===== src/sv/dlpw_pkg.sv =====
// ----------------------------------------------------------------------------
// dlpw_pkg
// shared types and constants of the diagonal line point walker
// ----------------------------------------------------------------------------
package dlpw_pkg;

  localparam int COORD_BITS_DEF  = 16;
  localparam int MAX_POINTS_DEF  = 64;
  localparam int NUM_AXES        = 4;
  localparam int SPAN_W          = 6;   // span of an emitted line is below 64
  localparam int QUEUE_DEPTH_DEF = 2;

  typedef enum logic [1:0] {
    ST_OK       = 2'd0,
    ST_NOT_LINE = 2'd1,
    ST_TOO_LONG = 2'd2
  } status_t;

  typedef enum logic [1:0] {
    DIR_HOLD = 2'd0,
    DIR_UP   = 2'd1,
    DIR_DOWN = 2'd2
  } dir_t;

  // classified segment handed from the front to the back
  typedef struct packed {
    status_t                     status;
    logic [SPAN_W-1:0]           span;
    dir_t [NUM_AXES-1:0]         dir;
  } cmd_t;

endpackage


===== src/sv/dlpw_if.sv =====
// ----------------------------------------------------------------------------
// dlpw_seg_if / dlpw_pt_if
// valid/ready channels for segments in and points out
// ----------------------------------------------------------------------------
interface dlpw_seg_if #(parameter int COORD_BITS = dlpw_pkg::COORD_BITS_DEF);
  logic                          valid;
  logic                          ready;
  logic signed [COORD_BITS-1:0]  start_x;
  logic signed [COORD_BITS-1:0]  start_y;
  logic signed [COORD_BITS-1:0]  start_z;
  logic signed [COORD_BITS-1:0]  start_a;
  logic signed [COORD_BITS-1:0]  end_x;
  logic signed [COORD_BITS-1:0]  end_y;
  logic signed [COORD_BITS-1:0]  end_z;
  logic signed [COORD_BITS-1:0]  end_a;

  modport source (output valid, start_x, start_y, start_z, start_a,
                  end_x, end_y, end_z, end_a, input ready);
  modport sink   (input valid, start_x, start_y, start_z, start_a,
                  end_x, end_y, end_z, end_a, output ready);
endinterface

interface dlpw_pt_if #(parameter int COORD_BITS = dlpw_pkg::COORD_BITS_DEF);
  import dlpw_pkg::*;
  logic                          valid;
  logic                          ready;
  logic signed [COORD_BITS-1:0]  point_x;
  logic signed [COORD_BITS-1:0]  point_y;
  logic signed [COORD_BITS-1:0]  point_z;
  logic signed [COORD_BITS-1:0]  point_a;
  status_t                       status;
  logic                          last;

  modport source (output valid, point_x, point_y, point_z, point_a, status, last,
                  input ready);
  modport sink   (input valid, point_x, point_y, point_z, point_a, status, last,
                  output ready);
endinterface


===== src/sv/dlpw_front.sv =====
// ----------------------------------------------------------------------------
// dlpw_front
// takes segments, measures per-axis distance and classifies the line
// ----------------------------------------------------------------------------
module dlpw_front #(
  parameter int COORD_BITS = dlpw_pkg::COORD_BITS_DEF,
  parameter int MAX_POINTS = dlpw_pkg::MAX_POINTS_DEF
) (
  input  logic                          clk,
  input  logic                          rst,
  dlpw_seg_if.sink                      seg,
  output logic                          push_valid,
  input  logic                          push_ready,
  output logic signed [COORD_BITS-1:0]  push_start [dlpw_pkg::NUM_AXES],
  output dlpw_pkg::cmd_t                push_cmd
);
  import dlpw_pkg::*;

  localparam int CMP_W = (COORD_BITS > 7) ? COORD_BITS : 7;

  logic signed [COORD_BITS-1:0] s_in    [NUM_AXES];
  logic signed [COORD_BITS-1:0] e_in    [NUM_AXES];
  logic signed [COORD_BITS:0]   diff    [NUM_AXES];
  logic        [COORD_BITS-1:0] dist_in [NUM_AXES];
  dir_t                         dir_in  [NUM_AXES];

  logic                         hold_valid;
  logic signed [COORD_BITS-1:0] hold_start [NUM_AXES];
  logic        [COORD_BITS-1:0] hold_dist  [NUM_AXES];
  dir_t                         hold_dir   [NUM_AXES];

  logic [COORD_BITS-1:0] span01, span23, span;
  logic                  line_ok, too_long;
  logic                  accept;

  assign s_in[0] = seg.start_x;
  assign s_in[1] = seg.start_y;
  assign s_in[2] = seg.start_z;
  assign s_in[3] = seg.start_a;
  assign e_in[0] = seg.end_x;
  assign e_in[1] = seg.end_y;
  assign e_in[2] = seg.end_z;
  assign e_in[3] = seg.end_a;

  assign seg.ready = !hold_valid || push_ready;
  assign accept    = seg.valid && seg.ready;

  // signed difference one bit wider, magnitude always fits the coordinate width
  always_comb begin
    for (int i = 0; i < NUM_AXES; i++) begin
      diff[i] = (COORD_BITS+1)'(e_in[i]) - (COORD_BITS+1)'(s_in[i]);
      if (diff[i][COORD_BITS]) begin
        dist_in[i] = COORD_BITS'(-diff[i]);
        dir_in[i]  = DIR_DOWN;
      end else begin
        dist_in[i] = COORD_BITS'(diff[i]);
        dir_in[i]  = (diff[i] == '0) ? DIR_HOLD : DIR_UP;
      end
    end
  end

  always_ff @(posedge clk) begin
    if (rst) begin
      hold_valid <= 1'b0;
    end else if (accept) begin
      hold_valid <= 1'b1;
    end else if (push_ready) begin
      hold_valid <= 1'b0;
    end
  end

  always_ff @(posedge clk) begin
    if (accept) begin
      hold_start <= s_in;
      hold_dist  <= dist_in;
      hold_dir   <= dir_in;
    end
  end

  // longest axis, then every moving axis must match it
  always_comb begin
    span01 = (hold_dist[0] > hold_dist[1]) ? hold_dist[0] : hold_dist[1];
    span23 = (hold_dist[2] > hold_dist[3]) ? hold_dist[2] : hold_dist[3];
    span   = (span01 > span23) ? span01 : span23;
    line_ok = 1'b1;
    for (int i = 0; i < NUM_AXES; i++) begin
      if (hold_dist[i] != '0 && hold_dist[i] != span) line_ok = 1'b0;
    end
    too_long = CMP_W'(span) >= CMP_W'(MAX_POINTS);
  end

  always_comb begin
    push_cmd.span = SPAN_W'(span);
    for (int i = 0; i < NUM_AXES; i++) push_cmd.dir[i] = hold_dir[i];
    priority if (!line_ok) begin
      push_cmd.status = ST_NOT_LINE;
    end else if (too_long) begin
      push_cmd.status = ST_TOO_LONG;
    end else begin
      push_cmd.status = ST_OK;
    end
  end

  assign push_valid = hold_valid;
  assign push_start = hold_start;

endmodule


===== src/sv/dlpw_queue.sv =====
// ----------------------------------------------------------------------------
// dlpw_queue
// short first-in first-out buffer between front and back
// ----------------------------------------------------------------------------
module dlpw_queue #(
  parameter int DW    = 8,
  parameter int DEPTH = dlpw_pkg::QUEUE_DEPTH_DEF
) (
  input  logic          clk,
  input  logic          rst,
  input  logic          push_valid,
  output logic          push_ready,
  input  logic [DW-1:0] push_data,
  output logic          pop_valid,
  input  logic          pop_ready,
  output logic [DW-1:0] pop_data
);
  localparam int PTR_W = (DEPTH > 1) ? $clog2(DEPTH) : 1;
  localparam int CNT_W = $clog2(DEPTH + 1);

  logic [DW-1:0]    mem [DEPTH];
  logic [PTR_W-1:0] wr_ptr, rd_ptr;
  logic [CNT_W-1:0] count;
  logic             do_push, do_pop;

  assign push_ready = count != CNT_W'(DEPTH);
  assign pop_valid  = count != '0;
  assign do_push    = push_valid && push_ready;
  assign do_pop     = pop_valid && pop_ready;
  assign pop_data   = mem[rd_ptr];

  always_ff @(posedge clk) begin
    if (rst) begin
      wr_ptr <= '0;
      rd_ptr <= '0;
      count  <= '0;
    end else begin
      if (do_push) wr_ptr <= (wr_ptr == PTR_W'(DEPTH - 1)) ? '0 : wr_ptr + 1'b1;
      if (do_pop)  rd_ptr <= (rd_ptr == PTR_W'(DEPTH - 1)) ? '0 : rd_ptr + 1'b1;
      if (do_push && !do_pop) begin
        count <= count + 1'b1;
      end else if (do_pop && !do_push) begin
        count <= count - 1'b1;
      end
    end
  end

  always_ff @(posedge clk) begin
    if (do_push) mem[wr_ptr] <= push_data;
  end

endmodule


===== src/sv/dlpw_back.sv =====
// ----------------------------------------------------------------------------
// dlpw_back
// walks a classified segment into out_pt, one point per cycle unless pt stalls
// ----------------------------------------------------------------------------
module dlpw_back #(
  parameter int COORD_BITS = dlpw_pkg::COORD_BITS_DEF
) (
  input  logic                          clk,
  input  logic                          rst,
  input  logic                          pop_valid,
  output logic                          pop_ready,
  input  logic signed [COORD_BITS-1:0]  pop_start [dlpw_pkg::NUM_AXES],
  input  dlpw_pkg::cmd_t                pop_cmd,
  dlpw_pt_if.source                     pt
);
  import dlpw_pkg::*;

  logic                         busy;
  logic signed [COORD_BITS-1:0] cur    [NUM_AXES];
  dir_t                         dir    [NUM_AXES];
  logic [SPAN_W-1:0]            remain;

  logic                         out_valid;
  logic signed [COORD_BITS-1:0] out_pt [NUM_AXES];
  status_t                      out_status;
  logic                         out_last;

  logic adv, load;

  function automatic logic signed [COORD_BITS-1:0] step_coord(
    input logic signed [COORD_BITS-1:0] c,
    input dir_t                         d
  );
    logic signed [COORD_BITS-1:0] r;
    unique case (d)
      DIR_UP:   r = c + COORD_BITS'(1);
      DIR_DOWN: r = c - COORD_BITS'(1);
      default:  r = c;
    endcase
    return r;
  endfunction

  assign adv       = !out_valid || pt.ready;
  assign pop_ready = !busy && adv;
  assign load      = pop_valid && pop_ready;

  always_ff @(posedge clk) begin
    if (rst) begin
      busy      <= 1'b0;
      out_valid <= 1'b0;
    end else if (adv) begin
      out_valid <= busy || pop_valid;
      if (busy) begin
        busy <= remain != '0;
      end else if (pop_valid) begin
        busy <= pop_cmd.status == ST_OK && pop_cmd.span != '0;
      end
    end
  end

  always_ff @(posedge clk) begin
    if (adv && busy) begin
      out_pt     <= cur;
      out_status <= ST_OK;
      out_last   <= remain == '0;
      remain     <= remain - 1'b1;
      for (int i = 0; i < NUM_AXES; i++) cur[i] <= step_coord(cur[i], dir[i]);
    end else if (load) begin
      out_status <= pop_cmd.status;
      if (pop_cmd.status == ST_OK) begin
        out_pt   <= pop_start;
        out_last <= pop_cmd.span == '0;
        remain   <= pop_cmd.span - 1'b1;
        for (int i = 0; i < NUM_AXES; i++) begin
          dir[i] <= pop_cmd.dir[i];
          cur[i] <= step_coord(pop_start[i], pop_cmd.dir[i]);
        end
      end else begin
        for (int i = 0; i < NUM_AXES; i++) out_pt[i] <= '0;
        out_last <= 1'b1;
      end
    end
  end

  assign pt.valid   = out_valid;
  assign pt.point_x = out_pt[0];
  assign pt.point_y = out_pt[1];
  assign pt.point_z = out_pt[2];
  assign pt.point_a = out_pt[3];
  assign pt.status  = out_status;
  assign pt.last    = out_last;

endmodule


===== src/sv/diagonal_line_point_walker_top.sv =====
// a segment passes the input stage, the queue and the output register on its way to pt
// a line of span d yields d + 1 points on pt, up to 64 points, and a rejected segment
//   yields a single result; dlpw_back takes no new segment while it still walks one
// up to three segments wait in the input stage and the two-entry queue during a walk
// reset: synchronous, active high; empties the input stage, the queue and the output
// ----------------------------------------------------------------------------
// diagonal_line_point_walker_top
// rasterises axis-aligned and 45-degree lines between two 4-d points
// ----------------------------------------------------------------------------
module diagonal_line_point_walker_top #(
  parameter int COORD_BITS = dlpw_pkg::COORD_BITS_DEF,
  parameter int MAX_POINTS = dlpw_pkg::MAX_POINTS_DEF
) (
  input  logic       clk,
  input  logic       rst,
  dlpw_seg_if.sink   seg,
  dlpw_pt_if.source  pt
);
  import dlpw_pkg::*;

  // queue word: four start coordinates above the classified command
  localparam int CMD_W = $bits(cmd_t);
  localparam int DW    = NUM_AXES * COORD_BITS + CMD_W;

  logic                         push_valid, push_ready;
  logic signed [COORD_BITS-1:0] push_start [NUM_AXES];
  cmd_t                         push_cmd;
  logic [DW-1:0]                push_data;

  logic                         pop_valid, pop_ready;
  logic [DW-1:0]                pop_data;
  logic signed [COORD_BITS-1:0] pop_start [NUM_AXES];
  cmd_t                         pop_cmd;

  // front: input register, distance per axis, line check
  dlpw_front #(
    .COORD_BITS (COORD_BITS),
    .MAX_POINTS (MAX_POINTS)
  ) u_front (
    .clk        (clk),
    .rst        (rst),
    .seg        (seg),
    .push_valid (push_valid),
    .push_ready (push_ready),
    .push_start (push_start),
    .push_cmd   (push_cmd)
  );

  // pack / unpack the queue word
  always_comb begin
    push_data[CMD_W-1:0] = push_cmd;
    for (int i = 0; i < NUM_AXES; i++) begin
      push_data[CMD_W + i*COORD_BITS +: COORD_BITS] = push_start[i];
    end
  end

  always_comb begin
    pop_cmd = cmd_t'(pop_data[CMD_W-1:0]);
    for (int i = 0; i < NUM_AXES; i++) begin
      pop_start[i] = pop_data[CMD_W + i*COORD_BITS +: COORD_BITS];
    end
  end

  // decouples classification from the walk so each side stalls on its own
  dlpw_queue #(
    .DW    (DW),
    .DEPTH (QUEUE_DEPTH_DEF)
  ) u_queue (
    .clk        (clk),
    .rst        (rst),
    .push_valid (push_valid),
    .push_ready (push_ready),
    .push_data  (push_data),
    .pop_valid  (pop_valid),
    .pop_ready  (pop_ready),
    .pop_data   (pop_data)
  );

  // back: one point per cycle into the output register, unless pt stalls
  dlpw_back #(
    .COORD_BITS (COORD_BITS)
  ) u_back (
    .clk       (clk),
    .rst       (rst),
    .pop_valid (pop_valid),
    .pop_ready (pop_ready),
    .pop_start (pop_start),
    .pop_cmd   (pop_cmd),
    .pt        (pt)
  );

endmodule


===== src/flat_wrapper.sv =====
// flat-port wrapper written by rule: the top's interface ports become plain ports
module diagonal_line_point_walker_top_flat import dlpw_pkg::*;
#(
  parameter int COORD_BITS = dlpw_pkg::COORD_BITS_DEF,
  parameter int MAX_POINTS = dlpw_pkg::MAX_POINTS_DEF
)
  (clk, rst, seg_valid, seg_start_x, seg_start_y, seg_start_z, seg_start_a, seg_end_x, seg_end_y, seg_end_z, seg_end_a, seg_ready, pt_valid, pt_point_x, pt_point_y, pt_point_z, pt_point_a, pt_status, pt_last, pt_ready);
  dlpw_seg_if #(.COORD_BITS(COORD_BITS)) seg_i ();
  dlpw_pt_if #(.COORD_BITS(COORD_BITS)) pt_i ();
  input  logic clk;
  input  logic rst;
  input wire logic [$bits(seg_i.valid)-1:0] seg_valid;
  input wire logic [$bits(seg_i.start_x)-1:0] seg_start_x;
  input wire logic [$bits(seg_i.start_y)-1:0] seg_start_y;
  input wire logic [$bits(seg_i.start_z)-1:0] seg_start_z;
  input wire logic [$bits(seg_i.start_a)-1:0] seg_start_a;
  input wire logic [$bits(seg_i.end_x)-1:0] seg_end_x;
  input wire logic [$bits(seg_i.end_y)-1:0] seg_end_y;
  input wire logic [$bits(seg_i.end_z)-1:0] seg_end_z;
  input wire logic [$bits(seg_i.end_a)-1:0] seg_end_a;
  output wire logic [$bits(seg_i.ready)-1:0] seg_ready;
  output wire logic [$bits(pt_i.valid)-1:0] pt_valid;
  output wire logic [$bits(pt_i.point_x)-1:0] pt_point_x;
  output wire logic [$bits(pt_i.point_y)-1:0] pt_point_y;
  output wire logic [$bits(pt_i.point_z)-1:0] pt_point_z;
  output wire logic [$bits(pt_i.point_a)-1:0] pt_point_a;
  output wire logic [$bits(pt_i.status)-1:0] pt_status;
  output wire logic [$bits(pt_i.last)-1:0] pt_last;
  input wire logic [$bits(pt_i.ready)-1:0] pt_ready;
  assign seg_i.valid = seg_valid;
  assign seg_i.start_x = seg_start_x;
  assign seg_i.start_y = seg_start_y;
  assign seg_i.start_z = seg_start_z;
  assign seg_i.start_a = seg_start_a;
  assign seg_i.end_x = seg_end_x;
  assign seg_i.end_y = seg_end_y;
  assign seg_i.end_z = seg_end_z;
  assign seg_i.end_a = seg_end_a;
  assign seg_ready = seg_i.ready;
  assign pt_valid = pt_i.valid;
  assign pt_point_x = pt_i.point_x;
  assign pt_point_y = pt_i.point_y;
  assign pt_point_z = pt_i.point_z;
  assign pt_point_a = pt_i.point_a;
  assign pt_status = pt_i.status;
  assign pt_last = pt_i.last;
  assign pt_i.ready = pt_ready;
  diagonal_line_point_walker_top #(.COORD_BITS(COORD_BITS), .MAX_POINTS(MAX_POINTS)) u_core (.clk(clk), .rst(rst), .seg(seg_i), .pt(pt_i));
endmodule

===== config.mk =====
export PLATFORM = sky130hd
export DESIGN_NAME = diagonal_line_point_walker_top_flat
export DESIGN_NICKNAME = d
export VERILOG_FILES = /design/src/sv/dlpw_pkg.sv /design/src/sv/dlpw_if.sv /design/src/sv/dlpw_front.sv /design/src/sv/dlpw_queue.sv /design/src/sv/dlpw_back.sv /design/src/sv/diagonal_line_point_walker_top.sv /design/src/flat_wrapper.sv
export SDC_FILE = /design/constraint.sdc
export NUM_CORES = 1
export LEC_CHECK = 0
export ABC_AREA = 0
export BUFFER_PORTS_ARGS = -buffer_cell sky130_fd_sc_hd__clkbuf_2
export CORE_MARGIN = 3
export CORE_UTILIZATION = 43
export DETAILED_ROUTE_END_ITERATION = 6
export GPL_TIMING_DRIVEN = 0
export PLACE_DENSITY = 0.6
export SLEW_MARGIN = 15
export SYNTH_ARGS = -nofsm -noshare
export SYNTH_HDL_FRONTEND = slang
export SYNTH_SLANG_ARGS = --single-unit

===== constraint.sdc =====
create_clock -name clk -period 7.9 [get_ports clk]
set_clock_uncertainty 0.2 [all_clocks]
set_input_delay 1.58 -clock clk [delete_from_list [all_inputs] [get_ports clk]]
set_output_delay 1.58 -clock clk [all_outputs]
set_load 0.01 [all_outputs]

==> results of run 1 <==
## sequential cells by signal, summed over array words and instances, names as in the netlist, 2 cells and up, named ones only
signal                     cells
u_core.u_back.cur             64
u_core.u_back.dir              8
u_core.u_back.pt.point_a      16
u_core.u_back.pt.point_x      16
u_core.u_back.pt.point_y      16
u_core.u_back.pt.point_z      16
u_core.u_back.pt.status        2
u_core.u_back.remain           6
u_core.u_front.hold_dist      64
u_core.u_front.push_cmd        8
u_core.u_front.push_start     64
u_core.u_queue.count           2
u_core.u_queue.mem           160
## per-stage QoR
stage	power, mW	instance area (µm²)
global route	10.6	31900
global placement	7.65	30000
finish	10.0	31900
CTS	10.1	31900
floorplan	6.53	28000
detailed placement	7.75	30300
## cell usage after synthesis (22+ instances only)
| library cell | n |
|---|---|
| nand2b_1 | 30 |
| nand4_1 | 23 |
| clkbuf_1 | 49 |
| nand3_1 | 22 |
| nand2_1 | 201 |
| mux2i_1 | 80 |
| nor2b_1 | 25 |
| a21boi_0 | 42 |
| a21o_1 | 38 |
| xnor2_1 | 178 |
| inv_1 | 272 |
| nor2_1 | 167 |
| mux2_2 | 35 |
| nor4_1 | 30 |
| xor2_1 | 86 |
| ha_1 | 233 |
| a211oi_1 | 33 |
| edfxtp_1 | 439 |
| o31ai_1 | 38 |
| nor3_1 | 48 |
| a21oi_1 | 167 |
| o21ai_0 | 175 |
## power groups by stage
| stage | combinational (mW) | clock (mW) | sequential, mW |
|---|---|---|---|
| floorplan | 3.08 | 0 | 3.45 |
| global placement | 4.18 | 0 | 3.47 |
| detailed placement | 4.31 | 0 | 3.44 |
| CTS | 4.37 | 2.29 | 3.39 |
| global route | 4.82 | 2.38 | 3.43 |
| finish | 4.39 | 2.24 | 3.40 |
## layer usage
layer | global-route usage [%] | vias up
li1 | - | 9928
met1 | 30.7 | 9845
met2 | 37.6 | 620
met3 | 3.01 | 116
met4 | 6.71 | 0
met5 | 0 | -
## cell families (layout without fill, tap and decap cells)
group / after synthesis / count (layout) / share of synthesized area (%)
other: 0 / 1 / 0
adders and majority gates: 246 / 246 / 11.3
DFF: 449 / 449 / 47.8
muxes: 130 / 130 / 5.26
buffers and inverters: 341 / 635 / 4.67
AOI/OAI and AO/OA: 576 / 576 / 12.5
xor gates and xnor gates: 264 / 264 / 8.26
and+or+nand+nor: 604 / 604 / 10.1
## worst paths after layout
kind,start,to
min,u_core.u_front.push_start[4],u_core.u_queue.mem[0][68]
max reg2reg,u_core.u_front.hold_dist[31],u_core.u_queue.mem[1][15]
min reg2reg,u_core.u_front.push_start[4],u_core.u_queue.mem[0][68]
max,u_core.u_front.hold_dist[31],u_core.u_queue.mem[1][15]
## layout by cell type (no fill, tap or decap), types with 56 or more instances in the layout
master	netlist	layout
clkbuf_1	49	56
o21ai_0	175	175
inv_1	272	272
xnor2_1	178	178
edfxtp_1	439	439
clkbuf_2	0	200
ha_1	233	233
a21oi_1	167	166
xor2_1	86	86
nand2_1	201	200
mux2i_1	80	77
nor2_1	167	165
## timing repair
action                                  CTS  global route
hold buffers                              0             0
endpoints found under the setup margin    4            21
pin swaps                                 0             0
resized for setup                         6            10
## critical path: cells and delay by family (launching register included)
| kind | cells | cell delay [ps] |
|---|---|---|
| compound gates | 11 | 2350 |
| simple gates | 7 | 1880 |
| buf+inv | 3 | 790 |
| mux | 2 | 750 |
| fa+ha+maj | 2 | 700 |
| flops | 1 | 510 |
| xor+xnor | 1 | 210 |
## area by class of cell
| cell class | instances | area (µm²) | share of cell area (%) |
|---|---|---|---|
| plain buffers | 62 | 273 | 0.854 |
| multi-input cells | 1820 | 13400 | 41.9 |
| repair buffers | 210 | 1220 | 3.83 |
| diodes | 1 | 2.50 | 0.00784 |
| well taps | 846 | 1060 | 3.31 |
| clock inverters | 28 | 308 | 0.964 |
| clock buffers | 58 | 1260 | 3.95 |
| flip-flops and latches | 449 | 13400 | 41.9 |
| inverters | 277 | 1040 | 3.26 |
==> summary.md, run 1 <==
| Metric | Value |
|---|---|
| Status | `finished clean` |
| Initial Util | `43.9%` |
| Cell count after synthesis | `2610` |
| Clock transition at path regs | `60 ps` |
| Std cell rows | `a little over 90` |
| Post-synthesis average cell area | `10.7 µm²` |
| Layout area overhead | `14.1%` |
| Seq pwr share | `33.9%` |
| Die height | `261 µm` |
| # DRC | `0` |
| Setup bufs post-CTS | `0` |
| Worst hold path class | `reg2reg` |
| Tcrit/Tclk final | `96.2%` |
| Post-synthesis sequential area ratio | `47.8%` |
| Post-route insts no fill | `3751` |
| Max-Cap Viols | `0` |
| Count of state elements after synthesis | `449` |
| P per Cell Area | `314 mW/mm²` |
| Hold Vio Cnt, Final | `0` |
| Type of destination of the critical path | `flop` |
| TritonCTS clock tree | `done` |
| WL met3 | `around 4200 µm` |
| CP Class | `reg2reg` |
| CP peak stage delay | `between 500 and 600 ps` |
| Grt ovf | `0` |
| Top-level port count | `201` |
| VDD IR max | `~0.2 mV` |
| CTS max path bufs | `3` |
| IO buf count | `199` |
| Crit path required time | `8110 ps` |
| Via/cell ratio | `5.47` |
| Detailed Routing Iterations Pass 1 | `6` |
| Net count after synthesis | `2987` |
| Placed insts | `3666` |
| Core Region | `0.0638 mm²` |
| CP Launch Type | `flop` |
| Final antenna-violating net count | `0` |
| Layout fillers | `5779` |
| Routability cong. | `0.894` |
| Final setup margin | `304 ps` |
| RSZ-0062 raised after global routing | `no` |
| Critical-path top delay cell | `or4_4` |
| Final slew viol count | `0` |
| Worst hold slack | `between 200 and 250 ps` |
| Final Setup Violations | `0` |
| Horiz. Die Dim | `between 200 and 300 µm` |
| Worst r2r path cells | `26` |
| Sw Share | `37.5%` |
| CTS sink count | `449` |
| DR vias | `~21000` |
| Pin count of the biggest net entering global routing | `65` |
| Met2 WL post-DR | `37100 µm` |
| Nets | `3246` |
| Metal-1 WL | `34400 µm` |
| CP Max Fanout | `10` |
| Gate power share | `43.8%` |
| Post-synth top area share | `approximately 47%` |
| Minimum clock period | `7600 ps` |
| Number of global-route vias before repair | `20159` |
| Synth Warn # | `0` |
| Initial antenna violation count | `0` |
| Clock Latency Late Sink | `600 ps` |
| Worst Max-Slew Pin Slew | `between 1000 and 1500 ps` |
| CP Data Arrival Time | `just under 8000 ps` |
| Share of cells above drive strength 1 | `between 10% and 20%` |
| Cts bufs inserted | `49` |
| Max Fclk | `132 MHz` |
| First-pass GRT wire length | `between 100000 and 150000 µm` |
| EDFF count, synth | `439` |
| Util after Layout | `50.1%` |
| Ys flop type | `edfxtp_1` |
| Hold Path Depth | `0` |
| Synth area leaders | `edfxtp_1 (47%), ha_1 (10%), xnor2_1 (5.6%)` |
| Library cells used by synthesis | `67` |
| Cell mode on critical path | `a21o_1` |
| H-tree Lvls | `2` |
| Uppermost layer routed | `met4` |
| Syn Std Cell Area | `0.0280 mm²` |
| Lkg Pwr | `12.9 nW` |
| Detail Placement HPWL | `61400 µm` |
| Setup TNS | `0 ps` |
| NetSw | `3.76 mW` |
| Relative slew slack | `between 20% and 30%` |
| WL final | `77700 µm` |
| Internal power | `6.27 mW` |
| Total Routing Usage GR | `22.5%` |
| CTS root buffer | `clkbuf_16` |
| Fraction of registers with async set/reset | `0%` |
| Place WS | `-714 ps` |
| Drt initial violations | `1615` |
| Mean routed wirelength per cell | `20.7 µm` |
| Leading area contributor after synthesis | `edfxtp_1` |
| Clock power frac | `22.3%` |
| R2R Setup Slk | `300 ps` |
| Die footprint | `0.0682 mm²` |
Note: power is estimated with default switching activity, not from simulation.
==> inputs of run 2 (changes only) <==
--- a/config.mk
+++ b/config.mk
@@ -12,6 +12,7 @@
 export DETAILED_ROUTE_END_ITERATION = 6
 export GPL_TIMING_DRIVEN = 0
 export PLACE_DENSITY = 0.6
+export RECOVER_POWER = 50
 export SLEW_MARGIN = 15
 export SYNTH_ARGS = -nofsm -noshare
 export SYNTH_HDL_FRONTEND = slang
==> constraint.sdc (replaced) <==
create_clock -name clk -period 9.25 [get_ports clk]
set_clock_uncertainty 0.2 [all_clocks]
set_input_delay 1.85 -clock clk [delete_from_list [all_inputs] [get_ports clk]]
set_output_delay 1.85 -clock clk [all_outputs]
set_load 0.01 [all_outputs]
==> run 2 against run 1 <==
The run now ends with capacitance limit, slew limit left. Largest power group unchanged. Highest routed layer unchanged. Sequential power is 15% lower. Critical path type unchanged. Non-clock buffer count grew 2. Die area unchanged. Via count decreased by 0.35%.
==> summary.md, run 2 (synthesized netlist as in run 1, its figures left out) <==
| Metric | Value |
|---|---|
| Status | `finished with violations (was finished clean)` |
| Violated checks | `capacitance limit, slew limit` |
| First-pass GRT wire length | `118000 µm (about the same)` |
| Routability cong. | `0.894 (unchanged)` |
| Clock Latency Late Sink | `600 ps (about the same)` |
| Clock transition at path regs | `60 ps (about the same)` |
| Post-CTS resize count | `0 (was 6)` |
| Power consumption | `8.52 mW (was 10.0 mW)` |
| Crit path required time | `9460 ps (was 8110 ps)` |
| Final Setup Violations | `0 (unchanged)` |
| Minimum clock period | `8770 ps (was 7600 ps)` |
| DR vias | `20438 (was 20509)` |
| Commonest non-fill, non-tap cell in the layout | `edfxtp_1 (unchanged)` |
| CTS sink count | `449 (unchanged)` |
| Pin count of the biggest net entering global routing | `65 (unchanged)` |
| Top-level port count | `201 (unchanged)` |
| Reg area | `0.0134 mm² (unchanged)` |
| Core Region | `0.0638 mm² (unchanged)` |
| Cts bufs inserted | `49 (unchanged)` |
| Metal-1 WL | `34400 µm (about the same)` |
| Std cell rows | `92 (unchanged)` |
| Final slew viol count | `251 (was 0)` |
| Hold Vio Cnt, Final | `0 (unchanged)` |
| Placed insts | `3666 (unchanged)` |
| Share of cells above drive strength 1 | `9.84% (was 12.6%)` |
| Initial antenna violation count | `0 (unchanged)` |
| Number of global-route vias before repair | `20157 (was 20159)` |
| CTS root buffer | `clkbuf_16 (unchanged)` |
| Setup bufs post-CTS | `0 (unchanged)` |
| Max-Cap Viols | `6 (was 0)` |
| H-tree Lvls | `2 (unchanged)` |
| Worst hold path class | `reg2reg (unchanged)` |
| Util after Layout | `49.6% (was 50.1%)` |
| P per Cell Area | `269 mW/mm² (was 314 mW/mm²)` |
| Drt initial violations | `1579 (was 1615)` |
| Area of the multi-input gates | `0.0133 mm² (was 0.0134 mm²)` |
| Detail Placement HPWL | `61400 µm (unchanged)` |
| Worst hold slack | `239 ps (was 238 ps)` |
| Largest register by flop count | `u_core.u_queue.mem (unchanged)` |
| WL met3 | `4230 µm (was 4210 µm)` |
| Uppermost layer routed | `met4 (unchanged)` |
| Post-route insts no fill | `3753 (was 3751)` |
| Number of flip-flops in the largest register | `160 (unchanged)` |
| Hold_buf cts | `0 (unchanged)` |
| # DRC | `0 (unchanged)` |
| CP Launch Type | `flop (unchanged)` |
| Layout area overhead | `13.1% (was 14.1%)` |
| Die footprint | `0.0682 mm² (unchanged)` |
| IO buf count | `199 (unchanged)` |
| Met2 WL post-DR | `36800 µm (was 37100 µm)` |
| Nets | `3248 (was 3246)` |
| Final antenna-violating net count | `0 (unchanged)` |
| Mean routed wirelength per cell | `20.7 µm (about the same)` |
| CTS max path bufs | `3 (unchanged)` |
| Die height | `261 µm (unchanged)` |
| Tcrit/Tclk final | `94.8% (was 96.2%)` |
| Max Fclk | `114 MHz (was 132 MHz)` |
| Type of destination of the critical path | `flop (unchanged)` |
| TritonCTS clock tree | `done (unchanged)` |
| Layout fillers | `5850 (was 5779)` |
| Horiz. Die Dim | `261 µm (unchanged)` |
| CP Class | `reg2reg (unchanged)` |
| RSZ-0062 raised after global routing | `no (unchanged)` |
| Detailed Routing Iterations Pass 1 | `6 (unchanged)` |
| Initial Util | `43.9% (unchanged)` |
| CP Max Fanout | `10 (unchanged)` |
| Most frequent cells in the layout | `edfxtp_1 (439), inv_1 (272), ha_1 (233), nand2_1 (200), xnor2_1 (178) (was edfxtp_1 (439), inv_1 (272), ha_1 (233), nand2_1 (200), clkbuf_2 (200))` |
| Worst Max-Slew Pin Slew | `3210 ps (was 1130 ps)` |
| Grt ovf | `0 (unchanged)` |
| Setup TNS | `0 ps (unchanged)` |
| Lkg Pwr | `12.7 nW (was 12.9 nW)` |
| Total Routing Usage GR | `22.5% (about the same)` |
| VDD IR max | `0.160 mV (was 0.195 mV)` |
| WL final | `77700 µm (about the same)` |
| CP Data Arrival Time | `8980 ps (was 7810 ps)` |
| Relative slew slack | `-114% (was 24.6%)` |
| Via/cell ratio | `5.45 (was 5.47)` |
## run 2: cell count changes in the layout (fill, tap and decap cells not counted), moves of 2 or more
cell	delta
clkbuf_1	+74
clkbuf_2	-66
buf_16	-4
mux2i_1	+3
mux2i_4	-3
buf_1	+2
buf_12	-2
clkbuf_4	-2
nor2_1	+2
nor2_4	-2
## run 2: critical path, cell delays in order, from the launching register on
cell and delay [ps]:
edfxtp_1 480, inv_1 90, ha_1 340, and4_1 240, nand4_1 170, a21oi_1 230, nor3_1 110, nor2_1 610
clkbuf_1 630, mux2i_1 510, ha_1 330, a21o_1 160, a21o_1 160, a21o_1 170, a21o_1 170, a211oi_1 230
o21ai_0 220, a311oi_1 360, a211o_1 210, buf_6 170, buf_12 190, mux2i_1 940, xnor2_1 200, nand4_1 110
nor4_1 370, a41oi_1 150, or4_4 560, a211oi_2 230
## run 2: layout make-up
| type | instances | share of cell area, % |
|---|---|---|
| flip-flops and latches | 449 | 42.3 |
| inverters | 277 | 3.28 |
| diodes | 1 | 0.00790 |
| well taps | 846 | 3.34 |
| multi-input cells | 1820 | 42.1 |
| repair buffers | 210 | 3.20 |
| clock inverters | 28 | 0.972 |
| clock buffers | 58 | 3.98 |
| plain buffers | 64 | 0.842 |
## run 2: worst paths after layout
check	from	endpoint	slack (ps)	cells past startpoint
worst max register to register	u_core.u_front.hold_dist[15]	u_core.u_queue.mem[1][15]	480	27
worst min-delay path	u_core.u_front.push_start[4]	u_core.u_queue.mem[0][68]	240	0
worst min register to register	u_core.u_front.push_start[4]	u_core.u_queue.mem[0][68]	240	0
worst max-delay path	u_core.u_front.hold_dist[15]	u_core.u_queue.mem[1][15]	480	27
## run 2: report_power, final
group	internal, mW	leakage (nW)	switching (mW)
Clock	1.09	0.757	0.818
Combinational	1.50	7.69	2.20
Sequential	2.72	4.21	0.180
## run 2: stage by stage
| stage | setup slack, ps | instance area, µm² |
|---|---|---|
| floorplan | 2580 | 28000 |
| global placement | 706 | 30000 |
| detailed placement | 636 | 30300 |
| CTS | 587 | 31900 |
| global route | 181 | 31700 |
| finish | 483 | 31700 |
## run 2: layer usage
| metal | GRT usage, % | vias to the layer above |
|---|---|---|
| met3 | 3.01 | 119 |
| met5 | 0 | - |
| met2 | 37.7 | 617 |
| met4 | 6.61 | 0 |
| li1 | - | 9925 |
| met1 | 30.7 | 9777 |
